<file path="config.mk">
export PLATFORM = sky130hd
export DESIGN_NAME = ppj_queue
export DESIGN_NICKNAME = d
export VERILOG_FILES = /design/src/rtl/ppj_pkg.sv /design/src/rtl/ppj_queue.sv
export SDC_FILE = /design/constraint.sdc
export NUM_CORES = 1
export LEC_CHECK = 0
export BUFFER_PORTS_ARGS = -buffer_cell sky130_fd_sc_hd__buf_2
export CORE_MARGIN = 3
export CORE_UTILIZATION = 57
export DETAILED_ROUTE_END_ITERATION = 10
export MAX_ROUTING_LAYER = met4
export PLACE_DENSITY = 0.79
export SETUP_SLACK_MARGIN = 0.5
export SYNTH_ARGS = -nofsm -noshare
export SYNTH_HDL_FRONTEND = slang
export SYNTH_SLANG_ARGS = --single-unit
export TNS_END_PERCENT = 30
</file>
<file path="constraint.sdc">
create_clock -name clock -period 7.4 [get_ports clock]
set_input_delay 0.74 -clock clock [delete_from_list [all_inputs] [get_ports clock]]
set_output_delay 0.74 -clock clock [all_outputs]
set_load 0.01 [all_outputs]
</file>
<file path="src/rtl/ppj_pkg.sv">
// ----------------------------------------------------------------------------
// ppj_pkg
// Shared types and constants of the point to pixel projector.
// ----------------------------------------------------------------------------
package ppj_pkg;

   localparam int COORD_BITS  = 32;
   localparam int ACC_BITS    = 64;
   localparam int QUEUE_DEPTH = 4;
   localparam int RESET_WIDTH  = 1920;
   localparam int RESET_HEIGHT = 1080;

   // Configuration register indexes, one per 64-bit word.
   typedef enum logic [2:0] {
      REG_ROW0_AB      = 3'd0,
      REG_ROW0_CD      = 3'd1,
      REG_ROW1_AB      = 3'd2,
      REG_ROW1_CD      = 3'd3,
      REG_ROW2_AB      = 3'd4,
      REG_ROW2_CD      = 3'd5,
      REG_IMAGE_WIDTH  = 3'd6,
      REG_IMAGE_HEIGHT = 3'd7
   } reg_idx_type;

   typedef enum logic [1:0] {
      ST_IN_IMAGE   = 2'd0,
      ST_ZERO_PLANE = 2'd1,
      ST_BEHIND     = 2'd2,
      ST_OUT_BOUNDS = 2'd3
   } status_type;

   // Twelve matrix coefficients, entry 4*row + column.
   typedef logic [11:0][COORD_BITS-1:0] coef_type;

   // One projected point handed from the front end to the back end.
   typedef struct packed {
      logic                       zero_plane;
      logic signed [ACC_BITS-1:0] u;
      logic signed [ACC_BITS-1:0] v;
      logic signed [ACC_BITS-1:0] w;
   } entry_type;

endpackage

</file>
<file path="src/rtl/ppj_queue.sv">
// ----------------------------------------------------------------------------
// ppj_queue
// Short FIFO that decouples the front end from the division back end.
// ----------------------------------------------------------------------------
module ppj_queue (
   input  logic               clock,
   input  logic               reset,
   input  logic               push,
   input  ppj_pkg::entry_type push_entry,
   output logic               full,
   input  logic               pop,
   output logic               empty,
   output ppj_pkg::entry_type pop_entry
);
   import ppj_pkg::*;

   localparam int PTR_BITS = $clog2(QUEUE_DEPTH);

   entry_type             mem_ff [QUEUE_DEPTH];
   logic [PTR_BITS-1:0]   wr_ptr_ff, rd_ptr_ff;
   logic [PTR_BITS:0]     count_ff;
   logic                  do_pop;

   assign full      = (count_ff == (PTR_BITS+1)'(QUEUE_DEPTH));
   assign empty     = (count_ff == '0);
   assign do_pop    = pop && !empty;
   assign pop_entry = mem_ff[rd_ptr_ff];

   always_ff @(posedge clock) begin
      if (push) begin
         mem_ff[wr_ptr_ff] <= push_entry;
      end
      if (reset) begin
         wr_ptr_ff <= '0;
         rd_ptr_ff <= '0;
         count_ff  <= '0;
      end else begin
         if (push) begin
            wr_ptr_ff <= wr_ptr_ff + 1'b1;
         end
         if (do_pop) begin
            rd_ptr_ff <= rd_ptr_ff + 1'b1;
         end
         count_ff <= count_ff + (PTR_BITS+1)'(push) - (PTR_BITS+1)'(do_pop);
      end
   end

endmodule

</file>
==> flow_metrics.tcl, run 1 <==
set metrics [dict create \
    layout-drive-gt1-share 0.4298 \
    finalHoldViolations 0 \
    worstMarginPinSlew_ns 1.017 \
    vias 12790 \
    synthCells 1053 \
    routed_wl_mm 56.59 \
    cts_sinks 781 \
    slew_violations 0 \
    status "complete, no violations" \
    crit_buf_inv 2 \
    worstPathCellList "buf_4 > mux4_1 > buf_2" \
    regToRegEndpoint "mem_ff[1][116]" \
    wl_per_cell_um 25.25 \
    grt_start_max_net_pins 113 \
    critical_path_class "flip-flop to primary output" \
    cp_data_required_time_ns 6.66 \
    cts_max_path_buffers 3 \
    num-nets-final 1697 \
    portBuffers 391 \
    syn_area_um2 28550 \
    ctsResizeCount 0 \
    worst_skew_pair.late_latency_ns 0.62 \
    leakagePower_nw 11.27 \
    cp.arrival_ns 3.23 \
    gp_congestion 0.7384 \
    startpoint_type "flip-flop" \
    final_common_cell "edfxtp_1" \
    cts.clk_slew.worst_paths_ns 0.06 \
    drt-initial-drc-count 1055 \
    worstHoldPathCells 1 \
    setup_viol 0 \
    reg2reg_depth 3 \
    yosysWarnings 0 \
    htreeDepth 3 \
    timing.rr.start "wr_ptr_ff[0]" \
    yosysSeqAreaShare 0.8182 \
    post_cts_buffers 0 \
    rsz0062_at_grt "no" \
    syn_avg_cell_area_um2 27.12 \
    cts_root_buf "clkbuf_16" \
    ys_seq_elements 781 \
    slowest_delay_ns 0.90 \
    holdWs_ns 0.3357 \
    track_usage 0.2224 \
    fp.dieW_um 229.8 \
    hp-class "input port to flip-flop" \
    hpwl_mm 32.54 \
    drtAntennaViolNets 0 \
    overflow 0 \
    io_pins 392 \
    peakVddDrop_uv 307.5 \
    fin_ws_ns 3.435 \
    grt_antenna_before_repair 24 \
    dr.pass1.iters 5 \
    rows 81 \
    cts_tree "built" \
    post-place-ws_ns 4.014 \
    cts-buffers-inserted 79 \
    initial_core_util 0.5797 \
    syn_nets 1257 \
    hold_path_end "mem_ff[2][120]" \
    hold_buffers 0 \
    num-fill-cells 2998 \
    yosysUniqueCellTypes 24 \
    grt_pass1_wl_mm 84.56 \
    hold_start "push_entry[120]" \
    r2r_slack_ns 5.01 \
    place_area_um2 31110 \
    slowest_stage "dfxtp_4" \
    die_h_um 229.8 \
    finalClockSkew_ns 0.01180 \
    vias_per_cell 5.705 \
    postLayoutCellArea_um2 33600 \
    grt_pass1_vias 13580 \
    slew_headroom 0.3222 \
    cp_top_family "buffers and inverters" \
    cp-end-kind "primary output" \
    remaining_drc_errors 0 \
    period_needed_ns 3.965 \
    coreArea_um2 49250 \
    mostFrequentLayoutCells "edfxtp_1, buf_2, mux4_2" \
    tns_ns 0 \
    powerDensity_nw_per_um2 317.5 \
    syn2layout_area_growth_pct 17.66 \
    crit_fanout 74 \
    drv_cap 0 \
    fmax_mhz 252.2 \
    period_share 0.5358 \
    die_area_um2 52820 \
]
==> kinds of logic after synthesis <==
group                      Yosys count  share of synthesized area
adders and majority gates            7                   0.003330
and+or+nand+nor                     15                   0.002760
xor gates and xnor gates             2                   0.001095
DFF                                781                     0.8182
muxes                              197                     0.1593
buffers and inverters               49                    0.01477
AOI/OAI and AO/OA                    2                  0.0006136
==> layer usage <==
metal / vias to the layer above / part of all wire / global-route usage
li1: 5531 / - / -
met1: 6664 / 0.37 / 0.2773
met2: 485 / 0.51 / 0.3461
met3: 106 / 0.088 / 0.07854
met4: 0 / 0.031 / 0.07541
met5: - / 0 / -
==> worst max-delay path by stage <==
stage,startpoint,endpoint,slack [ns],cells past startpoint
after floorplan,push,mem_ff[0][0],1.70,1
after global placement,flip-flop,pop_entry[153],3.99,3
after detailed placement,flip-flop,pop_entry[153],4.01,3
after CTS,flip-flop,pop_entry[171],3.37,3
after global routing,flip-flop,pop_entry[154],3.21,3
final,flip-flop,pop_entry[152],3.43,3
==> cell type report <==
class                   count  area (um2)  share of cell area
well taps                 664       830.8             0.02473
multi-input cells         223        4781              0.1423
repair buffers            403        2110             0.06279
flip-flops and latches    781       23370              0.6956
clock buffers              97        2066             0.06148
diodes                     25       62.56            0.001862
clock inverters            43       360.3             0.01073
inverters                   5       18.77           0.0005586
==> flip-flops by register name, indices dropped and copies added, names as in the netlist, named ones only <==
name and cells:
mem_ff 772, rd_ptr_ff 2, count_ff 3, wr_ptr_ff 2
==> synthesized netlist by cell type (all sizes together) <==
library cell  count  area (um2)
edfxtp          772       23180
buf              42       395.4
xnor2             1       8.760
inv               5       18.77
mux2              3       33.78
xnor3             1       22.52
ha                6       75.07
fa                1       20.02
o311ai            1       8.760
mux4            193        4504
nor2b             3       18.77
nor3b             1       7.510
and2              4       25.02
clkbuf            2       7.510
o31a              1       8.760
nor2              6       22.52
nor3              1       5.000
mux2i             1       10.01
dfxtp             9       180.2
==> metrics by stage <==
step | utilization | total power [mW] | instances
2_1_floorplan | - | 6.511 | 1053
3_3_place_gp | 0.6316 | 7.052 | 2076
3_5_place_dp | 0.6316 | 7.083 | 2076
4_1_cts | 0.6809 | 10.80 | 2216
5_1_grt | 0.6820 | 11.07 | 2239
6_report | 0.6821 | 10.67 | 2241
==> worst register-to-register path: cells and delay by family (launching register included) <==
kind / cells / cell delay, ns
and+or+nand+nor: 1 / 0.50
buffers and inverters: 1 / 0.90
DFF: 1 / 0.40
adders and majority gates: 1 / 0.17
==> power by group <==
group | internal (mW) | switching [mW]
Combinational | 0.851 | 0.899
Sequential | 5.10 | 0.121
Clock | 2.13 | 1.57
Total | 8.08 | 2.59
Power figures use the tool's default switching activity.
==> run 2: changes to the inputs <==
==> constraint.sdc (replaced) <==
create_clock -name clock -period 3.85 [get_ports clock]
set_input_delay 0.385 -clock clock [delete_from_list [all_inputs] [get_ports clock]]
set_output_delay 0.385 -clock clock [all_outputs]
set_load 0.01 [all_outputs]
==> run 2 against run 1 <==
Global-route usage is 4.7 points higher. Combinational power is 120% higher. Clock-buffer cell count is 3 higher. Worst hold slack worse by 0.26 ns. Register-to-register slack worse by 3.3 ns. Sequential power is 92% higher. Clock power is 100% higher. Critical path type unchanged. Largest power group unchanged. Highest routed layer unchanged.
==> flow_metrics.tcl, run 2 (synthesis results as in run 1) <==
set metrics [dict create \
    status "complete, no violations" \
    timing.rr.start "wr_ptr_ff[0]" \
    cts_sinks 781 \
    grt_use_met2 0.4556 \
    dr.pass1.iters 5 \
    power_mw 21.40 \
    cts-buffers-inserted 77 \
    rows 81 \
    tns_ns 0 \
    use_met1 0.3245 \
    hold_path_end "count_ff[2]" \
    postLayoutCellArea_um2 35840 \
    die_area_um2 52820 \
    io_pins 392 \
    rsz0062_at_grt "no" \
    grt_use_met3 0.07123 \
    wl_per_cell_um 27.73 \
    startpoint_type "flip-flop" \
    routed_wl_mm 67.44 \
    hpwl_mm 34.83 \
    htreeDepth 3 \
    p_comb_frac 0.178 \
    powerDensity_nw_per_um2 597.0 \
    worstMarginPinSlew_ns 0.9178 \
    grt_start_max_net_pins 93 \
    grt_pass1_wl_mm 101.2 \
    slew_violations 0 \
    hp-class "input port to flip-flop" \
    mostFrequentLayoutCells "edfxtp_1, buf_2, dlygate4sd3_1" \
    portBuffers 391 \
    cts.clk_slew.worst_paths_ns 0.06 \
    crit_fanout 39 \
    finalClockSkew_ns 0.02236 \
    setup_viol 0 \
    cp-end-kind "primary output" \
    initial_core_util 0.5797 \
    grt_pass1_vias 15440 \
    p_seq_frac 0.469 \
    drv_cap 0 \
    reg2reg_depth 4 \
    top_regs "mem_ff (772), count_ff (3)" \
    slew_headroom 0.3881 \
    overflow 0 \
    period_needed_ns 3.090 \
    period_share 0.8027 \
    num-nets-final 1904 \
    post-place-ws_ns 1.349 \
    drtAntennaViolNets 0 \
    holdWs_ns 0.07296 \
    utilization 0.7277 \
    r2r_slack_ns 1.67 \
    peakVddDrop_uv 471.4 \
    leakagePower_nw 12.25 \
    die_h_um 229.8 \
    cp.arrival_ns 2.71 \
    placed_cells 2092 \
    vias_per_cell 5.917 \
    gp_congestion 0.7763 \
    cp_data_required_time_ns 3.46 \
    worstHoldPathCells 2 \
    cts_tree "built" \
    finalHoldViolations 0 \
    regToRegEndpoint "mem_ff[2][36]" \
    power.net_switching_mw 5.300 \
    p_clk_frac 0.353 \
    fin_ws_ns 0.7596 \
    fmax_mhz 323.6 \
    cts_root_buf "clkbuf_16" \
    fp.dieW_um 229.8 \
    hold_buffers 193 \
    p_int_mw 16.10 \
    top_usage_layer "met2" \
    fin_cells 2432 \
    num-fill-cells 2690 \
    grt_antenna_before_repair 8 \
    place_area_um2 31380 \
    hold_start "reset" \
    vias 14390 \
    remaining_drc_errors 0 \
    coreArea_um2 49250 \
    track_usage 0.2696 \
    post_cts_buffers 0 \
    layout-drive-gt1-share 0.3915 \
    drt-initial-drc-count 1369 \
    largest_reg_flops 772 \
    critical_path_class "flip-flop to primary output" \
    regMostFlops "mem_ff" \
    ctsResizeCount 0 \
    worst_skew_pair.late_latency_ns 0.61 \
    final_common_cell "edfxtp_1" \
    cts_max_path_buffers 3 \
    swShare 0.2477 \
    syn2layout_area_growth_pct 25.52 \
]
-- run 2: cell type report --
cell class	instances	area [um2]	area share
sequential	781	23370	0.6520
inverter	5	18.77	0.0005236
tap	664	830.8	0.02318
timing repair buffer	612	4312	0.1203
multi-input combinational	223	4781	0.1334
clock inverter	39	476.7	0.01330
antenna	8	20.02	0.0005585
clock buffer	100	2034	0.05676
-- run 2: worst max-delay path by stage --
stage / endpoint / cells after the start
after floorplan: mem_ff[1][0] / 2
after global placement: pop_entry[73] / 3
after detailed placement: pop_entry[116] / 3
after CTS: pop_entry[112] / 3
after global routing: pop_entry[34] / 3
final: pop_entry[112] / 3
-- run 2: worst max-delay path, stage by stage, from the launching register on --
cell	delay, ns
dfxtp_4	0.95
buf_12	0.37
mux4_2	0.57
buf_2	0.16
-- run 2: power groups by stage --
stage,Sequential (mW),Combinational [mW],Clock [mW]
2_1_floorplan,10.1,2.41,0
3_3_place_gp,10.2,3.51,0
3_5_place_dp,10.2,3.56,0
4_1_cts,10.0,3.79,7.62
5_1_grt,10.1,4.02,7.99
6_report,10.0,3.80,7.55
-- run 2: layer usage --
layer / vias up / part of all wire
li1: 5944 / -
met1: 7574 / 0.36
met2: 734 / 0.53
met3: 138 / 0.081
met4: 0 / 0.029
met5: - / 0
